File: config.mk
export PLATFORM = sky130hd
export DESIGN_NAME = aswq_ctrl
export DESIGN_NICKNAME = d
export VERILOG_FILES = /design/src/rtl/core/aswq_pkg.sv /design/src/rtl/core/aswq_ctrl.sv
export SDC_FILE = /design/constraint.sdc
export NUM_CORES = 1
export LEC_CHECK = 0
export BUFFER_PORTS_ARGS = -buffer_cell sky130_fd_sc_hd__buf_2
export CAP_MARGIN = 20
export CORE_UTILIZATION = 44
export CTS_BUF_LIST = sky130_fd_sc_hd__clkbuf_16
export DETAILED_ROUTE_END_ITERATION = 7
export HOLD_SLACK_MARGIN = 0.05
export PLACE_DENSITY = 0.74
export SLEW_MARGIN = 15
export SYNTH_ARGS = -nofsm -noshare
export SYNTH_HDL_FRONTEND = slang
export SYNTH_SLANG_ARGS = --single-unit
File: constraint.sdc
create_clock -name clk -period 1.8 [get_ports clk]
set_clock_uncertainty 0.15 [all_clocks]
set_input_delay 0.27 -clock clk [delete_from_list [all_inputs] [get_ports clk]]
set_output_delay 0.27 -clock clk [all_outputs]
set_load 0.1 [all_outputs]
File: src/rtl/core/aswq_pkg.sv
// ----------------------------------------------------------------------------
// aswq_pkg
// types, constants and helpers of the asid allocator
// ----------------------------------------------------------------------------
package aswq_pkg;

  localparam int ID_BITS       = 16;
  localparam int WORD_BITS     = 64;
  localparam int BIT_IDX_BITS  = $clog2(WORD_BITS);
  localparam int WORD_IDX_BITS = ID_BITS - BIT_IDX_BITS;
  localparam int MAP_WORDS     = 2 ** WORD_IDX_BITS;

  localparam logic       OP_ALLOC   = 1'b0;
  localparam logic       OP_RELEASE = 1'b1;

  localparam logic [1:0] ST_OK      = 2'd0;
  localparam logic [1:0] ST_UNSUP   = 2'd1;
  localparam logic [1:0] ST_EXHAUST = 2'd2;
  localparam logic [1:0] ST_DOUBLE  = 2'd3;

  localparam logic [1:0] FL_NONE    = 2'd0;
  localparam logic [1:0] FL_LOCAL   = 2'd1;
  localparam logic [1:0] FL_GLOBAL  = 2'd2;

  typedef struct packed {
    logic        op;
    logic [15:0] asid;
  } in_item_t;

  typedef struct packed {
    logic [15:0] granted_asid;
    logic [1:0]  status;
    logic [1:0]  flush;
  } out_item_t;

  typedef enum logic [3:0] {
    S_CLEAR, S_IDLE, S_SEED, S_CHECK, S_START, S_SCAN_RD, S_SCAN_EV, S_SEG_B,
    S_PASS_END, S_REB_RD, S_REB_WR, S_EXHAUST, S_REL_RD, S_REL_EV, S_DONE
  } state_t;

  typedef enum logic [3:0] {
    C_NONE, C_CLEAR, C_LOAD, C_SEED, C_LIMIT0, C_START, C_SCAN_EV, C_SEG_B,
    C_PASS_END, C_REB_WR, C_EXHAUST, C_REL_EV, C_PUSH
  } cmd_t;

  typedef struct packed {
    cmd_t cmd;
  } dp_cmd_t;

  typedef struct packed {
    logic wlast;
    logic seeded;
    logic limit_zero;
    logic hit;
    logic seg_end;
    logic seg_a;
    logic cur_gt1;
    logic exhaust;
    logic out_free;
  } dp_stat_t;

  // bits of word w whose ids fall in lo..hi
  function automatic logic [WORD_BITS-1:0] range_mask(
    input logic [WORD_IDX_BITS-1:0] w,
    input logic [ID_BITS-1:0]       lo,
    input logic [ID_BITS-1:0]       hi
  );
    logic [WORD_BITS-1:0]     ones;
    logic [WORD_BITS-1:0]     ge;
    logic [WORD_BITS-1:0]     le;
    logic [WORD_IDX_BITS-1:0] lo_w;
    logic [WORD_IDX_BITS-1:0] hi_w;
    logic [BIT_IDX_BITS-1:0]  top;
    ones = '1;
    lo_w = lo[ID_BITS-1:BIT_IDX_BITS];
    hi_w = hi[ID_BITS-1:BIT_IDX_BITS];
    top  = BIT_IDX_BITS'(WORD_BITS - 1) - hi[BIT_IDX_BITS-1:0];
    if (w > lo_w)       ge = ones;
    else if (w == lo_w) ge = ones << lo[BIT_IDX_BITS-1:0];
    else                ge = '0;
    if (w < hi_w)       le = ones;
    else if (w == hi_w) le = ones >> top;
    else                le = '0;
    return ge & le;
  endfunction

  function automatic logic [BIT_IDX_BITS-1:0] lowest_set(input logic [WORD_BITS-1:0] v);
    logic [BIT_IDX_BITS-1:0] idx;
    idx = '0;
    for (int i = WORD_BITS - 1; i >= 0; i--) begin
      if (v[i]) idx = BIT_IDX_BITS'(i);
    end
    return idx;
  endfunction

endpackage

File: src/rtl/core/aswq_ctrl.sv
// ----------------------------------------------------------------------------
// aswq_ctrl
// sequencer for clear, seed, scan, rebuild and release
// ----------------------------------------------------------------------------
module aswq_ctrl import aswq_pkg::*; (
  input  logic     clk,
  input  logic     rst_n,
  input  logic     in_valid,
  input  logic     in_op,
  output logic     in_ready,
  input  dp_stat_t stat,
  output dp_cmd_t  cmd
);

  state_t state_r, state_nxt;

  always_ff @(posedge clk) begin
    if (!rst_n) state_r <= S_CLEAR;
    else        state_r <= state_nxt;
  end

  always_comb begin
    state_nxt = state_r;
    unique case (state_r)
      S_CLEAR:    if (stat.wlast) state_nxt = S_IDLE;
      S_IDLE: begin
        if (in_valid) begin
          if (in_op == OP_RELEASE) state_nxt = S_REL_RD;
          else if (stat.seeded)    state_nxt = S_CHECK;
          else                     state_nxt = S_SEED;
        end
      end
      S_SEED:     if (stat.wlast) state_nxt = S_CHECK;
      S_CHECK:    state_nxt = stat.limit_zero ? S_DONE : S_START;
      S_START:    state_nxt = S_SCAN_RD;
      S_SCAN_RD:  state_nxt = S_SCAN_EV;
      S_SCAN_EV: begin
        priority if (stat.hit)                   state_nxt = S_DONE;
        else if (!stat.seg_end)                  state_nxt = S_SCAN_RD;
        else if (stat.seg_a && stat.cur_gt1)     state_nxt = S_SEG_B;
        else                                     state_nxt = S_PASS_END;
      end
      S_SEG_B:    state_nxt = S_SCAN_RD;
      S_PASS_END: state_nxt = S_REB_RD;
      S_REB_RD:   state_nxt = S_REB_WR;
      S_REB_WR: begin
        if (stat.wlast) state_nxt = stat.exhaust ? S_EXHAUST : S_START;
        else            state_nxt = S_REB_RD;
      end
      S_EXHAUST:  state_nxt = S_DONE;
      S_REL_RD:   state_nxt = S_REL_EV;
      S_REL_EV:   state_nxt = S_DONE;
      S_DONE:     if (stat.out_free) state_nxt = S_IDLE;
      default:    state_nxt = S_CLEAR;
    endcase
  end

  always_comb begin
    cmd.cmd  = C_NONE;
    in_ready = 1'b0;
    unique case (state_r)
      S_CLEAR:    cmd.cmd = C_CLEAR;
      S_IDLE: begin
        in_ready = 1'b1;
        if (in_valid) cmd.cmd = C_LOAD;
      end
      S_SEED:     cmd.cmd = C_SEED;
      S_CHECK:    if (stat.limit_zero) cmd.cmd = C_LIMIT0;
      S_START:    cmd.cmd = C_START;
      S_SCAN_EV:  cmd.cmd = C_SCAN_EV;
      S_SEG_B:    cmd.cmd = C_SEG_B;
      S_PASS_END: cmd.cmd = C_PASS_END;
      S_REB_WR:   cmd.cmd = C_REB_WR;
      S_EXHAUST:  cmd.cmd = C_EXHAUST;
      S_REL_EV:   cmd.cmd = C_REL_EV;
      S_DONE:     if (stat.out_free) cmd.cmd = C_PUSH;
      default:    cmd.cmd = C_NONE;
    endcase
  end

endmodule

# Word level (Yosys, flattened, before mapping)
# Cells that the tools add are included.
[op_classes] eq_ne=18 n_mux=18 n_reduce_logical=5
[ops] operator="case mux 4 bit (13 select lines)" count=1
[ops] operator="two-way mux 4 bit" count=12
[ops] operator="case mux 4 bit (12 select lines)" count=1
[ops] operator="equality test 4 bit, second input constant" count=7
[ops] operator="equality test 4 x 3 -> 1 bit, second input constant" count=4
[ops] operator="equality test 4 x 2 -> 1 bit, second input constant" count=2
[ops] operator="!= test 2 bit, second input constant" count=4
[ops] operator="equality test 4 x 1 -> 1 bit, second input constant" count=1
[ops] operator="logical NOT 4 bit" count=1
[ops] operator="AND reduction 4 bit" count=1
[ops] operator="OR reduction 2 bit" count=2
[ops] operator="two-way mux 3 bit" count=1
[ops] operator="two-way mux 1 bit" count=2
[ops] operator="two-way mux 2 bit" count=1
[ops] operator="logical AND 1 bit" count=1
[word_totals] reg_bits=4 input_bits=13 out_inout_bits=5 wordCells=42

# Longest topological paths before layout
# Gate-level depths: netlist (run 1).
[logic_depth] word_depth=5 depth_mapped=6 depth_no_buf=4

# Worst setup path after synthesis (run 1)
# No wires, ideal clock.
[synth_timing] kind="register to output" startpoint="register state_r[0]" endpoint="output cmd[0] (netlist bit)" t_arrival_ps=2252 required_ps=1380 setup_slack_ps=-872 stages_incl_launch_ff=6 path_buffers=2 cell_sequence="dfxtp_1 > buf_6 > buf_2 > nor2_1 > nor2_1 > a21oi_1"
[synth_lines] item="start, declared" line="aswq_ctrl.sv:15" rtl="state_t state_r, state_nxt;"
[synth_lines] item="start signal, assigned" line="aswq_ctrl.sv:19" rtl="else state_r <= state_nxt;"
[synth_lines] item="end, declared" line="aswq_ctrl.sv:12" rtl="output dp_cmd_t cmd"

==> impl_metrics.py, run 1 <==
metrics = {
    "worst_setup_path": {
        "required_ns": 1.38,
        "reg2reg_setup_slack_ns": 0.23,
        "cp.arrival_ns": 1.39,
        "r2r_cells": 5,
        "r2r_start": "state_r[2]",
        "crit_fanout": 5,
        "endpoint_kind": "primary output",
        "rr_endpoint": "state_r[0]",
        "startpoint_type": "flip-flop",
        "criticalPathCategory": "reg -> out",
    },
    "final_layout": {
        "areaGrowthSynthToFinish_pct": 56.3,
        "nets": 135,
        "antenna_cells": 0,
        "final_core_util": 0.772,
        "largest_reg_flops": 4,
        "drive_above_1_share": 0.508,
        "top_regs": "state_r: 4 flops",
        "regMostFlops": "state_r",
    },
    "logic_synthesis": {
        "yosys_warnings": 0,
        "synth_ff_type": "dfxtp_1",
        "ys_ff_latch": 4,
        "syn-num-nets": 108,
        "async_reset_ff_frac": 0,
        "synth-edff-count": 0,
        "avgSynthCellArea_um2": 7.02,
        "synth.yosys.seq_area_share": 0.120,
        "syn_area_um2": 667,
        "syn_inst": 95,
        "synth_cell_type_count": 37,
    },
    "power": {
        "power.leakage_uw": 0.000402,
        "irDropWorstVdd_v": 0.000690,
        "power.density_mw_per_mm2": 1120,
    },
    "floorplanning": {
        "die_area_mm2": 0.00168,
        "io_pins": 18,
        "fp.dieH_um": 40.9,
        "start_util": 0.494,
        "row_count": 13,
        "chipWidth_um": 40.9,
        "core_mm2": 0.00135,
    },
    "detailed_routing": {
        "avgRoutedWirePerCell_um": 17.0,
        "wl_met1_um": 917,
        "vias_per_cell": 6.55,
        "dr_wl_met2_mm": 1.09,
        "detail-route-antenna-nets": 0,
        "drc": 0,
        "top_layer_used": "met4",
        "via_count": 884,
        "wirelength_mm": 2.29,
        "met3_length_um": 246,
        "drt_pass1_iterations": 4,
        "first_iter_violations": 58,
    },
    "sta": {
        "setup_ws_ns": -0.00866,
        "finalCritPeriodShare": 1.00,
        "relSlewSlack": 0.797,
        "finalHoldViolCount": 0,
        "max_freq_mhz": 553,
        "whs_ns": 0.195,
        "finalCriticalPeriod_ns": 1.81,
        "setup_viol": 1,
        "maxSlewViolCount": 0,
        "tightestPinTransition_ns": 0.303,
    },
    "global_routing": {
        "antenna_found_initial": 0,
        "grt_pass1_wl_mm": 3.25,
        "grt_pass1_vias": 763,
        "grt_usage": 0.294,
        "overflow": 0,
        "grt_max_degree": 18,
    },
    "clocking": {
        "postCtsHoldBufs": 0,
        "cts_tree": "yes",
        "cts_inserted_buffers": 3,
        "clock_sinks": 4,
        "cts_max_path_buffers": 2,
        "clkSlewWorstSetupHoldPaths_ns": 0.03,
        "cts-root-buf": "clkbuf_16",
        "clk_latency_ns": 0.23,
        "htreeDepth": 1,
    },
    "worst_hold_path": {
        "hp-class": "in -> reg",
        "hold_start": "rst_n",
        "min_to": "state_r[0]",
        "hold_path_depth": 2,
    },
    "placed_design": {
        "place_hpwl_mm": 1.54,
        "gp_congestion": 0.965,
        "io_buffers": 17,
    },
    "flow_run": {
        "max_cap_violations": 0,
    },
    "outcome": {
        "status": "finished with violations",
        "violations": "setup timing",
    },
}
-- cell families after synthesis --
family          count (synthesis)  synth area share
buf+inv                        13             0.156
simple gates                   42             0.366
flops                           4             0.120
compound gates                 36             0.358
-- report_power, final --
| group | switching, µW | internal, µW | total [µW] | leakage, µW |
|---|---|---|---|---|
| clock | 69.0 | 284 | 353 | 0.0000370 |
| sequential | 17.6 | 102 | 120 | 0.0000347 |
| combinational | 413 | 277 | 690 | 0.000330 |
| total | 500 | 664 | 1160 | 0.000402 |
-- cell usage after synthesis (all sizes together) (2+ instances only) --
| library cell | instances | area, µm² |
|---|---|---|
| inv | 4 | 20.0 |
| dfxtp | 4 | 80.1 |
| a21oi | 11 | 55.1 |
| nor2 | 10 | 47.6 |
| o211ai | 2 | 15.0 |
| buf | 8 | 70.1 |
| o22ai | 3 | 18.8 |
| a31oi | 2 | 12.5 |
| nand2b | 6 | 37.5 |
| nand3 | 8 | 40.0 |
| a211oi | 3 | 22.5 |
| nand3b | 2 | 15.0 |
| nand2 | 9 | 33.8 |
| a22o | 2 | 17.5 |
| o21ai | 4 | 20.0 |
-- metal layers --
layer  GRT usage  up-vias
met5           0        -
met2       0.512       68
met1       0.345      407
met4      0.0917        0
met3      0.0761        6
li1            -      403
-- worst max-delay path: stages, from the launching register on --
cell	delay, ns
dfxtp_1	0.36
buf_4	0.18
and3_2	0.22
nor3_2	0.05
a21oi_2	0.15
buf_12	0.19
-- cell usage in the layout, fill, tap and decap left out, types with 2 or more instances in the layout --
| master | Yosys | routed |
|---|---|---|
| a211oi_1 | 3 | 2 |
| a21oi_1 | 11 | 7 |
| a21oi_2 | 0 | 4 |
| a22o_1 | 2 | 2 |
| a31oi_1 | 2 | 2 |
| buf_12 | 0 | 5 |
| buf_2 | 2 | 12 |
| buf_4 | 2 | 10 |
| buf_6 | 4 | 3 |
| clkbuf_16 | 0 | 3 |
| dfxtp_4 | 0 | 2 |
| inv_1 | 3 | 2 |
| nand2_1 | 9 | 6 |
| nand2_2 | 0 | 3 |
| nand2b_1 | 6 | 5 |
| nand3_1 | 8 | 8 |
| nand3b_1 | 2 | 2 |
| nor2_1 | 8 | 5 |
| nor2_2 | 1 | 3 |
| nor2_4 | 1 | 2 |
| o211ai_1 | 2 | 2 |
| o21ai_0 | 4 | 4 |
| o22ai_1 | 3 | 2 |
-- area by class of cell --
cell class,instances,area (µm²)
tap,15,18.8
inverter,4,23.8
multi-input combinational,78,552
sequential,4,88.8
fill,90,308
timing repair buffer,31,284
clock buffer,3,75.1
-- timing repair --
| item | 4_1_cts | 5_1_grt |
|---|---|---|
| setup buffers | 1 | 0 |
| pin swaps | 0 | 5 |
| setup endpoints to repair | 4 | 5 |
| gates resized for setup | 11 | 12 |
-- stage by stage --
step | cell area (µm²) | setup WS, ns | total power [µW] | std cells | setup TNS, ns
final | 1040 | -0.00866 | 1160 | 135 | -0.00866
after global routing | 1040 | -0.0404 | 1210 | 135 | -0.0588
after CTS | 1000 | 0.00209 | 1130 | 135 | 0
after detailed placement | 886 | 0.0858 | 750 | 131 | 0
after global placement | 886 | 0.0787 | 747 | 131 | 0
after floorplan | 697 | -0.368 | 566 | 95 | -0.778
-- worst max path at each step --
| stage | start | endpoint | slack [ns] | depth (start not counted) |
|---|---|---|---|---|
| floorplan | state_r[1] | state_r[0] | -0.37 | 4 |
| global placement | state_r[2] | cmd[3] | 0.08 | 5 |
| detailed placement | state_r[2] | cmd[3] | 0.09 | 5 |
| CTS | state_r[1] | cmd[1] | 0.002 | 5 |
| global route | state_r[0] | cmd[0] | -0.04 | 5 |
| finish | state_r[0] | cmd[0] | -0.009 | 5 |
No activity file was read; power rests on OpenSTA's default activity.
==> run 2, diff against run 1 <==
==> constraint.sdc (replaced) <==
create_clock -name clk -period 1.8 [get_ports clk]
set_clock_uncertainty 0.15 [all_clocks]
set_input_delay 0.27 -clock clk [delete_from_list [all_inputs] [get_ports clk]]
set_output_delay 0.27 -clock clk [all_outputs]
set_load 0.02 [all_outputs]
==> run 2 against run 1 <==
Compared with the run above:
- worst setup slack improved by 0.056 ns
- non-clock buffer count fell by 6
- critical path type unchanged
- the flow now finishes without violations
- combinational power is 48% lower
==> impl_metrics.py, run 2 (synthesis results as in run 1) <==
metrics = {
    "worst_setup_path": {
        "crit_cells": 5,
        "endpoint": "cmd[1]",
        "cp.arrival_ns": 1.33,
        "r2r_cells": 4,
        "crit_fanout": 9,
        "critPathMaxStageDelay_ns": 0.37,
        "cpMaxStageDelayCell": "dfxtp_4",
        "reg2reg_setup_slack_ns": 0.29,
        "critPathBufInv": 1,
        "cpLargestDelayFamily": "compound AO/OA/AOI/OAI gates",
        "endpoint_kind": "primary output",
        "required_ns": 1.38,
        "criticalPathCategory": "reg -> out",
        "r2r_start": "state_r[1]",
        "startpoint_type": "flip-flop",
        "path_cells": "and2_2 -> a21oi_1 -> o22ai_1 -> a21o_1 -> buf_2",
        "rr_endpoint": "state_r[0]",
        "crit_start": "state_r[3]",
    },
    "floorplanning": {
        "io_pins": 18,
        "core_mm2": 0.00135,
        "chipWidth_um": 40.9,
        "fp.dieH_um": 40.9,
        "row_count": 13,
        "die_area_mm2": 0.00168,
        "start_util": 0.494,
    },
    "clocking": {
        "cts_inserted_buffers": 3,
        "post-cts-setup-buffers": 0,
        "cts_tree": "yes",
        "clkSlewWorstSetupHoldPaths_ns": 0.03,
        "clk_latency_ns": 0.22,
        "cts-root-buf": "clkbuf_16",
        "cts_max_path_buffers": 2,
        "htreeDepth": 1,
        "clock_sinks": 4,
    },
    "sta": {
        "whs_ns": 0.188,
        "rsz0062_at_grt": "false",
        "relSlewSlack": 0.804,
        "finalCriticalPeriod_ns": 1.75,
        "maxSlewViolCount": 0,
        "setup_tns_ns": 0,
        "finalCritPeriodShare": 0.974,
        "finalHoldViolCount": 0,
        "setup_viol": 0,
        "tightestPinTransition_ns": 0.292,
        "max_freq_mhz": 571,
    },
    "final_layout": {
        "layout_common_cells": "17 x buf_2, 11 x a21oi_1, 9 x nand2_1",
        "fill_cells": 126,
        "finalInstanceArea_um2": 840,
        "top_regs": "state_r: 4 flops",
        "regMostFlops": "state_r",
        "antenna_cells": 0,
        "areaGrowthSynthToFinish_pct": 25.9,
        "final_common_cell": "buf_2",
        "drive_above_1_share": 0.360,
        "stdcell_count": 129,
        "largest_reg_flops": 4,
        "nets": 129,
    },
    "power": {
        "p_sw_frac": 0.344,
        "comb_power_share": 0.430,
        "power.density_mw_per_mm2": 1000,
        "p_seq_frac": 0.161,
        "power.leakage_uw": 0.000344,
        "net-switching-power_uw": 290,
        "p_clk_frac": 0.409,
        "irDropWorstVdd_v": 0.000464,
        "cell_internal_pwr_uw": 552,
        "power_uw": 842,
    },
    "detailed_routing": {
        "avgRoutedWirePerCell_um": 14.2,
        "vias_per_cell": 6.47,
        "wirelength_mm": 1.84,
        "detail-route-antenna-nets": 0,
        "drc": 0,
        "first_iter_violations": 38,
        "via_count": 835,
        "drt_pass1_iterations": 4,
    },
    "global_routing": {
        "grt_max_degree": 15,
        "overflow": 0,
        "grt_pass1_vias": 649,
        "grt_pass1_wl_mm": 2.86,
        "grt_usage": 0.251,
        "antenna_found_initial": 0,
    },
    "outcome": {
        "status": "finished clean",
    },
    "placed_design": {
        "io_buffers": 17,
        "dpl.cell_count": 126,
        "place_hpwl_mm": 1.37,
        "place_area_um2": 747,
        "gp_congestion": 0.998,
    },
    "worst_hold_path": {
        "hold_start": "rst_n",
        "hp-class": "in -> reg",
    },
    "flow_run": {
        "max_cap_violations": 0,
    },
}
-- run 2: changes by cell type in the layout (fill, tap and decap cells not counted), moves of 2 or more --
cell / previous run / this run
nand2_2: 3 / 0
nor2_1: 5 / 8
buf_4: 10 / 8
a21oi_2: 4 / 0
nand2_1: 6 / 9
buf_6: 3 / 0
buf_2: 12 / 17
a21oi_1: 7 / 11
nor2_2: 3 / 1
buf_12: 5 / 0
-- run 2: metrics by stage --
| stage | setup WS [ns] | util |
|---|---|---|
| global placement | 0.138 | 0.553 |
| detailed placement | 0.109 | 0.553 |
| CTS | 0.0107 | 0.612 |
| floorplan | 0.249 | - |
| finish | 0.0474 | 0.622 |
| global route | 0.00611 | 0.622 |
-- run 2: cell type report --
class | count | area (µm²) | area share
flip-flops and latches | 4 | 90.1 | 0.107
clock buffers | 3 | 75.1 | 0.0894
well taps | 15 | 18.8 | 0.0224
inverters | 4 | 20.0 | 0.0238
repair buffers | 25 | 145 | 0.173
multi-input cells | 78 | 490 | 0.584
-- run 2: worst min-delay path by stage --
| stage | endpoint | slack (ns) | cells past startpoint |
|---|---|---|---|
| 2_1_floorplan | state_r[0] | 0.25 | 1 |
| 3_3_place_gp | state_r[0] | 0.41 | 2 |
| 3_5_place_dp | state_r[0] | 0.41 | 2 |
| 4_1_cts | state_r[0] | 0.18 | 2 |
| 5_1_grt | state_r[0] | 0.19 | 2 |
| 6_report | state_r[0] | 0.19 | 2 |
-- run 2: what timing repair did --
action,CTS,global route
cloned,0,0
hold buffers,0,0
gates resized for setup,3,4
setup endpoints to repair,4,2
-- run 2: worst reg2reg max path, stage by stage (launching register included) --
cell,delay [ns]
dfxtp_2,0.39
buf_4,0.22
nor4b_2,0.07
o221a_1,0.23
o311a_1,0.32
-- run 2: layer usage --
metal,GRT usage,vias to the layer above,wire (µm)
met5,0,-,0
met4,0,0,23
met3,0.0489,6,193
met2,0.418,59,823
met1,0.348,379,798
li1,-,391,-
-- run 2: power by group through the flow --
stage	combinational [µW]	sequential (µW)	clock (µW)
finish	362	135	345
global route	390	136	354
CTS	352	133	346
detailed placement	349	132	0
global placement	347	131	0
floorplan	295	108	0
==> run 3, diff against run 2 <==
--- a/config.mk
+++ b/config.mk
@@ -11,7 +11,7 @@
 export CTS_BUF_LIST = sky130_fd_sc_hd__clkbuf_16
 export DETAILED_ROUTE_END_ITERATION = 7
 export HOLD_SLACK_MARGIN = 0.05
-export PLACE_DENSITY = 0.74
+export PLACE_DENSITY = 0.69
 export SLEW_MARGIN = 15
 export SYNTH_ARGS = -nofsm -noshare
 export SYNTH_HDL_FRONTEND = slang
==> run 3 against run 2 <==
Compared with the run above:
- sequential cell count did not move
- via count is 2.0% lower
- sequential power about the same
- critical path type unchanged
==> impl_metrics.py, run 3 (synthesis results as in run 1) <==
metrics = {
    "outcome": {
        "status": "finished clean",
    },
    "clocking": {
        "clkSlewWorstSetupHoldPaths_ns": 0.03,
        "cts_max_path_buffers": 2,
        "postCtsHoldBufs": 0,
        "cts-root-buf": "clkbuf_16",
        "cts_inserted_buffers": 3,
        "htreeDepth": 1,
        "clk_latency_ns": 0.22,
        "cts_resized": 2,
        "cts_tree": "yes",
        "clock_sinks": 4,
        "post-cts-setup-buffers": 0,
    },
    "floorplanning": {
        "row_count": 13,
        "start_util": 0.494,
        "io_pins": 18,
        "chipWidth_um": 40.9,
        "core_mm2": 0.00135,
        "die_area_mm2": 0.00168,
        "fp.dieH_um": 40.9,
    },
    "sta": {
        "finalCriticalPeriod_ns": 1.77,
        "maxSlewViolCount": 0,
        "max_freq_mhz": 566,
        "setup_tns_ns": 0,
        "setup_viol": 0,
        "tightestPinTransition_ns": 0.289,
        "finalCritPeriodShare": 0.982,
        "relSlewSlack": 0.807,
        "rsz0062_at_grt": "false",
        "setup_ws_ns": 0.0319,
        "whs_ns": 0.173,
        "finalHoldViolCount": 0,
    },
    "placed_design": {
        "dp_slack_ns": 0.148,
        "io_buffers": 17,
        "gp_congestion": 0.935,
        "place_hpwl_mm": 1.37,
    },
    "detailed_routing": {
        "vias_per_cell": 6.24,
        "detail-route-antenna-nets": 0,
        "drc": 0,
        "wirelength_mm": 1.99,
        "drt_pass1_iterations": 5,
        "first_iter_violations": 57,
        "via_count": 818,
        "avgRoutedWirePerCell_um": 15.2,
    },
    "worst_setup_path": {
        "r2r_start": "state_r[3]",
        "endpoint_kind": "primary output",
        "required_ns": 1.38,
        "reg2reg_setup_slack_ns": 0.33,
        "critPathMaxStageDelay_ns": 0.39,
        "critPathBufInv": 3,
        "crit_fanout": 8,
        "cpMaxStageDelayCell": "dfxtp_4",
        "cpLargestDelayFamily": "buffers and inverters",
        "cp.arrival_ns": 1.35,
        "criticalPathCategory": "reg -> out",
        "startpoint_type": "flip-flop",
        "crit_start": "state_r[0]",
        "path_cells": "buf_4 -> inv_1 -> nor4_4 -> buf_2",
    },
    "worst_hold_path": {
        "hold_start": "rst_n",
        "hp-class": "in -> reg",
    },
    "power": {
        "power.leakage_uw": 0.000363,
        "irDropWorstVdd_v": 0.000533,
        "power.density_mw_per_mm2": 992,
    },
    "global_routing": {
        "grt_max_degree": 29,
        "grt_pass1_vias": 625,
        "antenna_found_initial": 0,
        "grt_pass1_wl_mm": 2.77,
        "grt_usage": 0.257,
        "overflow": 0,
    },
    "final_layout": {
        "largest_reg_flops": 4,
        "final_common_cell": "buf_2",
        "areaGrowthSynthToFinish_pct": 33.2,
        "layout_common_cells": "17 x buf_2, 11 x a21oi_1, 9 x nand2_1",
        "regMostFlops": "state_r",
        "top_regs": "state_r: 4 flops",
        "drive_above_1_share": 0.379,
        "antenna_cells": 0,
        "nets": 131,
    },
    "flow_run": {
        "max_cap_violations": 0,
    },
}
[run 3: worst paths after layout]
path | endpoint | depth (start not counted)
max | in_ready | 4
min | state_r[0] | 2
max reg2reg | state_r[0] | 5
min reg2reg | state_r[3] | 3
[run 3: area by class of cell]
type / instances / area [µm²]
multi-input combinational: 78 / 500
clock buffer: 3 / 75.1
timing repair buffer: 27 / 185
tap: 15 / 18.8
sequential: 4 / 88.8
inverter: 4 / 20.0
fill: 118 / 462
[run 3: per-layer routing]
metal,share of wire,global-route usage
met1,0.41,0.344
met2,0.49,0.402
met3,0.099,0.0652
met4,0,0.0667
met5,0,0
[run 3: metrics by stage]
| step | std cells | power (µW) | instance area (µm²) | utilization |
|---|---|---|---|---|
| global placement | 128 | 506 | 787 | 0.583 |
| CTS | 131 | 862 | 865 | 0.640 |
| global route | 131 | 919 | 888 | 0.658 |
| finish | 131 | 882 | 888 | 0.658 |
| floorplan | 95 | 402 | 667 | - |
| detailed placement | 128 | 507 | 787 | 0.583 |
[run 3: power breakdown]
part           internal [µW]  switching [µW]
registers                105            27.4
logic                    188             216
clock network            284            61.6
